[src/design/improv_serial_frame_parser_core_macros.svh]
// Assertion macros used by the frame parser step module.
`ifndef IMPROV_SERIAL_FRAME_PARSER_CORE_MACROS_SVH
`define IMPROV_SERIAL_FRAME_PARSER_CORE_MACROS_SVH

// Same-cycle implication, checked outside of reset.
`define ISPF_ASSERT_NOW(name, ante, cons) \
    name: assert property (@(posedge i_clk) disable iff (!i_rst_n) (ante) |-> (cons)) \
        else $error("frame parser assertion failed");

// Next-cycle implication, checked outside of reset.
`define ISPF_ASSERT_NEXT(name, ante, cons) \
    name: assert property (@(posedge i_clk) disable iff (!i_rst_n) (ante) |=> (cons)) \
        else $error("frame parser assertion failed");

`endif

[src/design/ispf_pkg.sv]
// Types, constants and helper functions of the serial frame parser.
package ispf_pkg;

    localparam int unsigned MAX_FRAME_BYTES = 100;

    localparam logic [8:0] HDR_LEN     = 9'd6;
    localparam logic [8:0] POS_VERSION = 9'd6;
    localparam logic [8:0] POS_TYPE    = 9'd7;
    localparam logic [8:0] POS_LENGTH  = 9'd8;
    localparam logic [8:0] POS_PAYLOAD = 9'd9;
    localparam logic [8:0] MAX_POS     = 9'(MAX_FRAME_BYTES);

    localparam logic [7:0] VERSION_RESET  = 8'd1;
    localparam logic [7:0] RPC_TYPE_RESET = 8'd3;

    localparam logic       CFG_VERSION  = 1'b0;
    localparam logic       CFG_RPC_TYPE = 1'b1;

    typedef enum logic [2:0] {
        ST_ACCEPT   = 3'd0,
        ST_REJECT   = 3'd1,
        ST_BADSUM   = 3'd2,
        ST_RPC      = 3'd3,
        ST_OTHER    = 3'd4,
        ST_OVERFLOW = 3'd5
    } t_status;

    typedef struct packed {
        t_status    status;
        logic       payload_valid;
        logic [7:0] payload_byte;
        logic [7:0] payload_index;
        logic [7:0] frame_kind;
        logic [7:0] payload_length;
        logic [7:0] command_code;
        logic       command_well_formed;
    } t_result;

    // Expected ASCII character at each header position.
    function automatic logic [7:0] hdr_char(input logic [2:0] idx);
        logic [7:0] c;
        unique case (idx)
            3'd0:    c = 8'h49;
            3'd1:    c = 8'h4D;
            3'd2:    c = 8'h50;
            3'd3:    c = 8'h52;
            3'd4:    c = 8'h4F;
            3'd5:    c = 8'h56;
            default: c = 8'h00;
        endcase
        return c;
    endfunction

endpackage

[src/design/ispf_in_reg.sv]
// Input register that holds one received byte until the parser takes it.
module ispf_in_reg (
    input  logic       i_clk,
    input  logic       i_rst_n,
    input  logic       i_valid,
    input  logic [7:0] i_byte,
    input  logic       i_advance,
    output logic       o_stall,
    output logic       o_valid,
    output logic [7:0] o_byte
);
    import ispf_pkg::*;

    logic       r_valid;
    logic [7:0] r_byte;
    logic       w_take;

    // The register refills in the same cycle it hands its beat on.
    assign o_stall = r_valid && !i_advance;
    assign w_take  = i_valid && !o_stall;

    always_ff @(posedge i_clk) begin
        if (!i_rst_n) begin
            r_valid <= 1'b0;
        end else if (w_take) begin
            r_valid <= 1'b1;
        end else if (i_advance) begin
            r_valid <= 1'b0;
        end
    end

    always_ff @(posedge i_clk) begin
        if (w_take) begin
            r_byte <= i_byte;
        end
    end

    assign o_valid = r_valid;
    assign o_byte  = r_byte;

endmodule

[src/design/ispf_step.sv]
// Frame state, configuration registers and the per-byte parsing logic.
module ispf_step (
    input  logic                 i_clk,
    input  logic                 i_rst_n,
    input  logic                 i_cfg_we,
    input  logic                 i_cfg_index,
    input  logic [7:0]           i_cfg_data,
    input  logic                 i_advance,
    input  logic [7:0]           i_byte,
    output ispf_pkg::t_result    o_result
);
    import ispf_pkg::*;

    logic [7:0] r_version;
    logic [7:0] r_rpc_type;

    logic [8:0] r_pos;
    logic [7:0] r_type;
    logic [7:0] r_len;
    logic [7:0] r_sum;
    logic [7:0] r_first;
    logic [7:0] r_inner;

    logic [8:0] n_pos;
    logic [7:0] n_type;
    logic [7:0] n_len;
    logic [7:0] n_sum;
    logic [7:0] n_first;
    logic [7:0] n_inner;

    logic       w_accepted;
    logic       w_finish;
    logic [9:0] w_payload_end;
    logic [8:0] w_idx;
    t_result    w_res;

    always_ff @(posedge i_clk) begin
        if (!i_rst_n) begin
            r_version  <= VERSION_RESET;
            r_rpc_type <= RPC_TYPE_RESET;
        end else if (i_cfg_we) begin
            unique case (i_cfg_index)
                CFG_VERSION:  r_version  <= i_cfg_data;
                CFG_RPC_TYPE: r_rpc_type <= i_cfg_data;
                default:      ;
            endcase
        end
    end

    assign w_payload_end = {1'b0, POS_PAYLOAD} + {2'b00, r_len};
    assign w_idx         = r_pos - POS_PAYLOAD;

    always_comb begin
        n_pos      = r_pos;
        n_type     = r_type;
        n_len      = r_len;
        n_sum      = r_sum;
        n_first    = r_first;
        n_inner    = r_inner;
        w_accepted = 1'b0;
        w_finish   = 1'b0;
        w_res      = '0;
        w_res.status = ST_ACCEPT;

        if (r_pos < HDR_LEN) begin
            w_accepted = (i_byte == hdr_char(r_pos[2:0]));
        end else if (r_pos == POS_VERSION) begin
            w_accepted = (i_byte == r_version);
        end else if (r_pos == POS_TYPE) begin
            n_type     = i_byte;
            w_accepted = 1'b1;
        end else if (r_pos == POS_LENGTH) begin
            n_len      = i_byte;
            w_accepted = 1'b1;
        end else if ({1'b0, r_pos} < w_payload_end) begin
            if (w_idx == 9'd0) begin
                n_first = i_byte;
            end
            if (w_idx == 9'd1) begin
                n_inner = i_byte;
            end
            w_res.payload_valid = 1'b1;
            w_res.payload_byte  = i_byte;
            w_res.payload_index = w_idx[7:0];
            w_accepted          = 1'b1;
        end else begin
            // Checksum byte closes the frame whatever its value.
            w_finish = 1'b1;
            if (i_byte != r_sum) begin
                w_res.status = ST_BADSUM;
            end else if (r_type == r_rpc_type) begin
                w_res.status              = ST_RPC;
                w_res.command_code        = r_first;
                w_res.command_well_formed = (r_len >= 8'd2) && (r_inner == r_len - 8'd2);
            end else begin
                w_res.status = ST_OTHER;
            end
        end

        // The result shows the frame values before any return to idle.
        w_res.frame_kind     = n_type;
        w_res.payload_length = n_len;

        if (!w_finish && w_accepted && r_pos < MAX_POS) begin
            n_sum = r_sum + i_byte;
            n_pos = r_pos + 9'd1;
        end else begin
            if (!w_finish) begin
                w_res.status = w_accepted ? ST_OVERFLOW : ST_REJECT;
            end
            n_pos   = '0;
            n_type  = '0;
            n_len   = '0;
            n_sum   = '0;
            n_first = '0;
            n_inner = '0;
        end
    end

    always_ff @(posedge i_clk) begin
        if (!i_rst_n) begin
            r_pos   <= '0;
            r_type  <= '0;
            r_len   <= '0;
            r_sum   <= '0;
            r_first <= '0;
            r_inner <= '0;
        end else if (i_advance) begin
            r_pos   <= n_pos;
            r_type  <= n_type;
            r_len   <= n_len;
            r_sum   <= n_sum;
            r_first <= n_first;
            r_inner <= n_inner;
        end
    end

    assign o_result = w_res;

`include "improv_serial_frame_parser_core_macros.svh"

    `ISPF_ASSERT_NOW(a_pos_bound, 1'b1, r_pos <= MAX_POS)
    `ISPF_ASSERT_NOW(a_payload_pos, i_advance && w_res.payload_valid, r_pos >= POS_PAYLOAD)
    `ISPF_ASSERT_NEXT(a_idle_after_end, i_advance && w_res.status != ST_ACCEPT, r_pos == 9'd0)
    `ISPF_ASSERT_NEXT(a_pos_step, i_advance && w_res.status == ST_ACCEPT,
        r_pos == $past(r_pos) + 9'd1)

endmodule

[src/design/ispf_out_reg.sv]
// Result register that holds one status beat until the receiver takes it.
module ispf_out_reg (
    input  logic                 i_clk,
    input  logic                 i_rst_n,
    input  logic                 i_load,
    input  ispf_pkg::t_result    i_result,
    input  logic                 i_stall,
    output logic                 o_ready,
    output logic                 o_valid,
    output ispf_pkg::t_result    o_result
);
    import ispf_pkg::*;

    logic    r_valid;
    t_result r_result;

    assign o_ready = !r_valid || !i_stall;

    always_ff @(posedge i_clk) begin
        if (!i_rst_n) begin
            r_valid <= 1'b0;
        end else if (i_load) begin
            r_valid <= 1'b1;
        end else if (!i_stall) begin
            r_valid <= 1'b0;
        end
    end

    always_ff @(posedge i_clk) begin
        if (i_load) begin
            r_result <= i_result;
        end
    end

    assign o_valid  = r_valid;
    assign o_result = r_result;

endmodule

[src/design/improv_serial_frame_parser_core.sv]
// Top level of the serial provisioning frame parser.
//
// Bytes enter on i_valid/i_rx_byte and are taken at an edge where o_stall is low.
// Every byte yields exactly one status beat on o_valid with its fields; it is
// taken at an edge where i_stall is low. The parsing logic works on a byte
// held in the input register; its beat is loaded into the result register
// once that register can accept it. Throughput is one byte per cycle while
// the receiver does not stall. The input register refills while the result
// register still holds an unread beat; when the receiver stalls, both
// registers fill and o_stall rises until the result is taken. The user must
// write the configuration (version byte, command frame type) through
// i_cfg_we/i_cfg_index/i_cfg_data only while the parser is idle; the block
// itself does not enforce it. Synchronous reset clears the frame state and
// both registers and restores version 1 and command type 3; no beat is in
// flight after reset.
module improv_serial_frame_parser_core (
    input  logic       i_clk,
    input  logic       i_rst_n,
    input  logic       i_cfg_we,
    input  logic       i_cfg_index,
    input  logic [7:0] i_cfg_data,
    input  logic       i_valid,
    output logic       o_stall,
    input  logic [7:0] i_rx_byte,
    output logic       o_valid,
    input  logic       i_stall,
    output logic [2:0] o_status,
    output logic       o_payload_valid,
    output logic [7:0] o_payload_byte,
    output logic [7:0] o_payload_index,
    output logic [7:0] o_frame_kind,
    output logic [7:0] o_payload_length,
    output logic [7:0] o_command_code,
    output logic       o_command_well_formed
);
    import ispf_pkg::*;

    logic       w_in_valid;
    logic [7:0] w_in_byte;
    logic       w_out_ready;
    logic       w_advance;
    t_result    w_step_res;
    t_result    w_out_res;

    assign w_advance = w_in_valid && w_out_ready;

    ispf_in_reg u_in_reg (
        .i_clk     (i_clk),
        .i_rst_n   (i_rst_n),
        .i_valid   (i_valid),
        .i_byte    (i_rx_byte),
        .i_advance (w_advance),
        .o_stall   (o_stall),
        .o_valid   (w_in_valid),
        .o_byte    (w_in_byte)
    );

    ispf_step u_step (
        .i_clk       (i_clk),
        .i_rst_n     (i_rst_n),
        .i_cfg_we    (i_cfg_we),
        .i_cfg_index (i_cfg_index),
        .i_cfg_data  (i_cfg_data),
        .i_advance   (w_advance),
        .i_byte      (w_in_byte),
        .o_result    (w_step_res)
    );

    ispf_out_reg u_out_reg (
        .i_clk    (i_clk),
        .i_rst_n  (i_rst_n),
        .i_load   (w_advance),
        .i_result (w_step_res),
        .i_stall  (i_stall),
        .o_ready  (w_out_ready),
        .o_valid  (o_valid),
        .o_result (w_out_res)
    );

    assign o_status              = w_out_res.status;
    assign o_payload_valid       = w_out_res.payload_valid;
    assign o_payload_byte        = w_out_res.payload_byte;
    assign o_payload_index       = w_out_res.payload_index;
    assign o_frame_kind          = w_out_res.frame_kind;
    assign o_payload_length      = w_out_res.payload_length;
    assign o_command_code        = w_out_res.command_code;
    assign o_command_well_formed = w_out_res.command_well_formed;

endmodule

[config.mk]
export PLATFORM = sky130hd
export DESIGN_NAME = improv_serial_frame_parser_core
export DESIGN_NICKNAME = d
export VERILOG_FILES = /design/src/design/ispf_pkg.sv /design/src/design/ispf_in_reg.sv /design/src/design/ispf_step.sv /design/src/design/ispf_out_reg.sv /design/src/design/improv_serial_frame_parser_core.sv
export VERILOG_INCLUDE_DIRS = /design/src /design/src/design
export SDC_FILE = /design/constraint.sdc
export NUM_CORES = 1
export LEC_CHECK = 0
export BUFFER_PORTS_ARGS = -buffer_cell sky130_fd_sc_hd__buf_2
export CAP_MARGIN = 20
export CELL_PAD_IN_SITES_DETAIL_PLACEMENT = 1
export CELL_PAD_IN_SITES_GLOBAL_PLACEMENT = 2
export CORE_MARGIN = 2
export CORE_UTILIZATION = 40
export DETAILED_ROUTE_END_ITERATION = 7
export PLACE_DENSITY_LB_ADDON = 0.1
export RECOVER_POWER = 50
export SLEW_MARGIN = 20
export SYNTH_ARGS = -nofsm -noshare
export SYNTH_HDL_FRONTEND = slang
export SYNTH_SLANG_ARGS = --single-unit
[constraint.sdc]
create_clock -name i_clk -period 6.46 [get_ports i_clk]
set_input_delay 0 -clock i_clk [delete_from_list [all_inputs] [get_ports i_clk]]
set_output_delay 0 -clock i_clk [all_outputs]
set_load 0.02 [all_outputs]
# Word level (Yosys, flattened, before mapping)
# Cells that the tools add are included.
[word_totals] reg_bits=120 input_bits=22 word_cells=127
[classes] n_addsub=5 magnitude_cmp=4 n_eq_ne=22 muxes=52 bitwise=3 reduce_logical=22
[op_table] op="$mux 8" count=25
[op_table] op="$mux 20" count=4
[op_table] op="$pmux 7 s6" count=1
[op_table] op="$eq 8x8->1" count=4
[op_table] op="$eq 9x3->1 const B" count=2
[op_table] op="$mux 3" count=6
[op_table] op="$mux 17" count=1
[op_table] op="$mux 1" count=14
[op_table] op="$reduce_and 7->1" count=2
[op_table] op="$lt 9x10->1" count=1
[op_table] op="$add 4x8->9 const A" count=1
[op_table] op="$add 9x1->9 const B" count=1
[op_table] op="$eq 9x1->1 const B" count=1
[op_table] op="$eq 9x4->1 const B" count=1
[op_table] op="$logic_not 9->1" count=1
[op_table] op="$lt 9x3->1 const B" count=1
[op_table] op="$lt 9x7->1 const B" count=1
[op_table] op="$mux 9" count=1
[op_table] op="$sub 9x4->9 const B" count=1
[op_table] op="$add 8x8->8" count=1
[op_table] op="$ge 8x2->1 const B" count=1
[op_table] op="$ne 2x1->1 const B" count=4
[op_table] op="$ne 2x2->1 const B" count=4
[op_table] op="$ne 8x8->1" count=1
[op_table] op="14 further kinds" count=28

# Depth between registers and ports, before layout
[logic_depth] ltp_word=12 mapped_depth=13

# By module
# Synthesis repeated with hierarchy kept, for this count alone.
[unflattened] hier_cells=609 area_unflattened_um2=6253.5
[modules_own_cells] mod="ispf_step" instances=1 cells_each=547 area_per_inst_um2=4573.1 seq_area_each_um2=1301.2
[modules_own_cells] mod="ispf_out_reg" instances=1 cells_each=49 area_per_inst_um2=1386.3 seq_area_each_um2=1371.3
[modules_own_cells] mod="ispf_in_reg" instances=1 cells_each=12 area_per_inst_um2=287.8 seq_area_each_um2=260.2
[modules_own_cells] mod="improv_serial_frame_parser_core" instances=1 cells_each=1 area_per_inst_um2=6.3 seq_area_each_um2=0.0

# Worst setup path after synthesis
# OpenSTA, ideal clock, no wires.
[synth_timing] path_kind="register to register" start="register u_step.r_len[1]" end="register u_step.r_first[0]" setup_ns=0.068 arrival_ns=2.958 path_slack_ns=3.435 stages_incl_launch_ff=13 path_buffers=0 cell_sequence="dfxtp_1 > ha_1 > and2_1 > o2111ai_1 > xor2_1 > ha_1 > a21oi_1 > o21ai_0 > o31a_1 > nor4_2 > nand2_1 > nor2_2 > o2bb2ai_2"
[synth_via] elab_chain_len=12
[synth_rtl] item="from (decl)" line_no="ispf_step.sv:19" source="logic [7:0] r_len;"
[synth_rtl] item="from (signal assigned)" line_no="ispf_step.sv:131" source="r_len <= n_len;"
[synth_rtl] item="$add 4x8->9 (*)" line_no="ispf_step.sv:50" source="assign w_payload_end = {1'b0, POS_PAYLOAD} + {2'b00, r_len};"
[synth_rtl] item="$lt 9x10->1 (*)" line_no="ispf_step.sv:75" source="end else if ({1'b0, r_pos} < w_payload_end) begin"
[synth_rtl] item="$mux 1" line_no="ispf_step.sv:75"
[synth_rtl] item="$mux 1" line_no="ispf_step.sv:72" source="end else if (r_pos == POS_LENGTH) begin"
[synth_rtl] item="$mux 1" line_no="ispf_step.sv:69" source="end else if (r_pos == POS_TYPE) begin"
[synth_rtl] item="$mux 1" line_no="ispf_step.sv:67" source="end else if (r_pos == POS_VERSION) begin"
[synth_rtl] item="$mux 1" line_no="ispf_step.sv:65" source="if (r_pos < HDR_LEN) begin"
[synth_rtl] item="$logic_not 1->1" line_no="ispf_step.sv:104" source="if (!w_finish && w_accepted && r_pos < MAX_POS) begin"
[synth_rtl] item="$logic_and 1x1->1 (2 in series)" line_no="ispf_step.sv:104"
[synth_rtl] item="$ne 2x2->1 (no line) / $ne 2x1->1 (equally long branches)"
[synth_rtl] item="$reduce_and 7->1 (no line)"
[synth_rtl] item="to (signal assigned)" line_no="ispf_step.sv:133" source="r_first <= n_first;"
[synth_rtl] item="to (decl)" line_no="ispf_step.sv:21" source="logic [7:0] r_first;"
# Mark *: on every way between the ends. The rest lies on a longest branch, timed or not.
# A chain may end at the register's enable or synchronous reset.

# Worst setup path after layout
[layout_timing] start="register u_out_reg.r_valid, in the netlist u_out_reg.o_valid" end="register u_step.r_pos[8]"
[layout_via] elab_chain_len=3
[layout_rtl] item="from (decl)" line_no="ispf_out_reg.sv:14" source="logic r_valid;"
[layout_rtl] item="from (signal assigned)" line_no="ispf_out_reg.sv:21" source="r_valid <= 1'b0;"
[layout_rtl] item="from (signal assigned)" line_no="ispf_out_reg.sv:23" source="r_valid <= 1'b1;"
[layout_rtl] item="from (signal assigned)" line_no="ispf_out_reg.sv:25" source="r_valid <= 1'b0;"
[layout_rtl] item="$logic_not 1->1" line_no="ispf_out_reg.sv:17" source="assign o_ready = !r_valid || !i_stall;"
[layout_rtl] item="$logic_or 1x1->1" line_no="ispf_out_reg.sv:17"
[layout_rtl] item="$logic_and 1x1->1" line_no="improv_serial_frame_parser_core.sv:45" source="assign w_advance = w_in_valid && w_out_ready;"
[layout_rtl] item="to (signal assigned)" line_no="ispf_step.sv:129" source="r_pos <= n_pos;"
[layout_rtl] item="to (decl)" line_no="ispf_step.sv:17" source="logic [8:0] r_pos;"
# No other way between the ends.

==> metrics.md <==
| Metric | Value |
|---|---|
| Outcome | finished with violations |
| Failing checks | capacitance limit, slew limit |
| Max VDD drop | 0.186 mV |
| Io pins | 69 |
| Vias in the first global route | roughly 5100 |
| Synth Area in Compound Gates | 12.2% |
| First-pass GRT wire length | 27200 µm |
| Hold path cells | 4 |
| # DRC | 0 |
| H-tree depth | 4 |
| Reg2Reg Capture Point | u_step.r_pos[8]$_SDFFE_PN0P_ |
| Die Wd | ~130 µm |
| TritonCTS clock tree | yes |
| Final hold vios | 0 |
| Layout Nets | approximately 750 |
| Post-synth top flop | dfxtp_1 |
| RSZ-0062 raised after global routing | no |
| R2R cell count | 10 |
| Synth Area in Adders | 5.59% |
| Initial antenna violation count | 0 |
| Worst-Margin Slew | 2.12 ns |
| WP data arrival | 4.48 ns |
| Synth Instances | 632 |
| Static leakage | 2.70 nW |
| DRT iter0 DRCs | 199 |
| Core Area | 15100 µm² |
| Drt wl/cell | about 19 µm |
| Most common cell after layout, fill and taps aside | nand2_1 |
| YS warnings | 0 |
| WP data required | around 6.7 ns |
| Netlist cell types | between 60 and 70 |
| Clock Path Buffers | 2 |
| Total negative setup slack | 0 ns |
| Share of cells above drive strength 1 | about an eighth |
| Worst R2R Start | u_out_reg.o_valid$_SDFFE_PN0P_ |
| Clock skew | between 0.006 and 0.007 ns |
| Post-synthesis mux area share | roughly 3.2% |
| Dpl hpwl | 11400 µm |
| Final setup viols | 0 |
| Post-synth EDFFs | 53 |
| Tcrit/Tclk final | 65.9% |
| Grt total ovfl | 0 |
| Clock latency on the worst-skew pair | 0.42 ns |
| P&R area growth vs syn | 19.2% |
| Total Routing Usage GR | 21.7% |
| DRT antenna net count | 0 |
| Vias per Instance | around 5.4 |
| Register area share after synthesis | about 47% |
| Fin util | 48.6% |
| Max cap viols | 2 |
| Die Y | 128 µm |
| Largest net degree at the start of global routing | 40 |
| Die Area | 16400 µm² |
| Syn Nets | 681 |
| Mapped Avg Cell Area | 9.77 µm² |
| Diodes inserted | 0 |
| Crit path to | u_step.r_pos[8]$_SDFFE_PN0P_ |
| # port buffers | approximately 70 |
| Post-Synth Simple-Gate Area | 20.0% |
| R2R setup slack | 2.20 ns |
| Max Fanout on Critical Path | 38 |
| Total power draw | 0.00192 W |
| Final wirelength | 17000 µm |
| Commonest cells after routing, fill and taps aside | nand2_1, dfxtp_1, clkbuf_1 |
| CP Capture Type | register |
| Cts bufs inserted | 17 |
| Starting Density | about two fifths |
| Post_cts resized | 0 |
| DR pass1 iterations | 4 |
| Slew margin rel. | -41.4% |
| Post-layout min period | around 4.3 ns |
| Worst Setup SP | u_out_reg.o_valid$_SDFFE_PN0P_ |
| GPL Wtd Cong | 0.807 |
| Fmax | between 0.2 and 0.25 GHz |
| Main combinational cell family by area after synthesis | simple AND/OR/NAND/NOR gates |
| Root Buffer | clkbuf_16 |
| Slew Limit Fails | 71 |
| Synth Register Bits | 120 |
| Post-Synth XOR/XNOR Area | 7.09% |
| Reg clk slew, reported paths | 0.06 ns |
| Hold WC Path Type | primary input to register |
| Synth Cell Area | 6170 µm² |
| Setup CP Type | register to register |
| Startpoint Class | register |
| Via count | 4915 |
| Synth async-reset ratio | 0% |
| Pwr per Cell Area | 260 nW/µm² |
| Row count | 45 |
| Clk sinks | 120 |
how the worst min path moves through the flow:
stage | start | end | slack (ns)
global placement | i_rx_byte[4] | u_in_reg.o_byte[4]$_DFFE_PP_ | 0.18
CTS | i_cfg_we | u_step.r_rpc_type[6]$_SDFFE_PN0P_ | 0.07
detailed placement | i_rx_byte[0] | u_in_reg.o_byte[0]$_DFFE_PP_ | 0.18
finish | i_cfg_we | u_step.r_rpc_type[6]$_SDFFE_PN0P_ | 0.09
global route | i_cfg_we | u_step.r_rpc_type[7]$_SDFFE_PN0P_ | 0.12
floorplan | i_rx_byte[0] | u_in_reg.o_byte[0]$_DFFE_PP_ | 0.1
area by class of cell:
type	instances	area, µm²
multi-input cells	447	2980
repair buffers	98	557
inverters	18	67.6
clock buffers	20	437
clock inverters	12	153
flip-flops and latches	120	2930
fillers	1705	7790
well taps	188	235
worst max-delay path, stage by stage, from the launching register on:
cell,delay [ns]
dfxtp_1,0.35
nand2_1,0.06
nand2_1,0.06
clkbuf_1,1.23
inv_1,1.12
buf_4,0.58
nand4_1,0.21
nor2_1,0.08
nand4_1,0.10
xor2_1,0.18
nor3_2,0.05
metrics by stage:
stage / setup slack, ns / cells / hold WS (ns) / cell area, µm²
after floorplan: 3.43 / 632 / 0.0989 / 6170
after global placement: 3.05 / 847 / 0.177 / 6600
after detailed placement: 2.87 / 847 / 0.179 / 6600
after CTS: 2.83 / 903 / 0.0743 / 7430
after global routing: 1.86 / 903 / 0.119 / 7360
final: 2.20 / 903 / 0.0900 / 7360
cells by family (layout without fill, tap and decap cells):
kind of cell | after synthesis | after routing
adder cells (fa/ha/maj) | 27 | 27
buffers and inverters | 65 | 148
flip-flops | 120 | 120
AND/OR/NAND/NOR | 246 | 246
XOR/XNOR | 50 | 50
AO/OA/AOI/OAI | 106 | 106
multiplexers | 18 | 18
synthesized netlist by cell type (all sizes together), types with 3 or more instances:
cell     count  area, µm²
mux2        16        180
nand2       77        292
inv         18       67.6
nand4       26        163
nor2b        6       37.5
and2        19        119
clkbuf      28        105
dfxtp       67       1340
xor2        24        210
or2          4       25.0
nor4         6       50.0
o211ai       4       35.0
nor3        20        125
o2bb2ai     16        203
nand3       30        150
ha          26        325
edfxtp      53       1590
a21oi       52        264
o21ai       13       68.8
nand2b       4       25.0
nor2        41        156
and3         3       18.8
buf         19       92.6
xnor2       26        228
power by group:
part | leakage, nW | internal, W | switching, W
combinational | 1.36 | 0.0000445 | 0.0000798
clock | 0.279 | 0.000605 | 0.000350
sequential | 1.05 | 0.000813 | 0.0000236
total | 2.70 | 0.00146 | 0.000453
what timing repair did:
action                     4_1_cts  5_1_grt
buffers inserted                 0        0
setup endpoints to repair        0        0
hold endpoints to repair        26        0
hold buffers                    24        0
flip-flops by register name, indices dropped and copies added, names as in the netlist:
name and count:
u_in_reg.o_valid 1, u_step.r_first 8, u_step.r_sum 8, u_step.r_len 8
u_step.r_pos 9, u_step.r_type 8, u_step.r_inner 8, u_step.r_rpc_type 8
u_in_reg.o_byte 8, u_out_reg.o_valid 1, u_out_reg.o_result 45, u_step.r_version 8
layer usage:
layer,part of all wire (%),vias to the layer above,global-route usage (%)
met5,0,-,0
met4,1.7,0,7.30
met2,50,72,37.7
met3,2.5,22,4.42
met1,46,2437,26.8
li1,-,2384,-
Note: power is estimated with default switching activity, not from simulation.
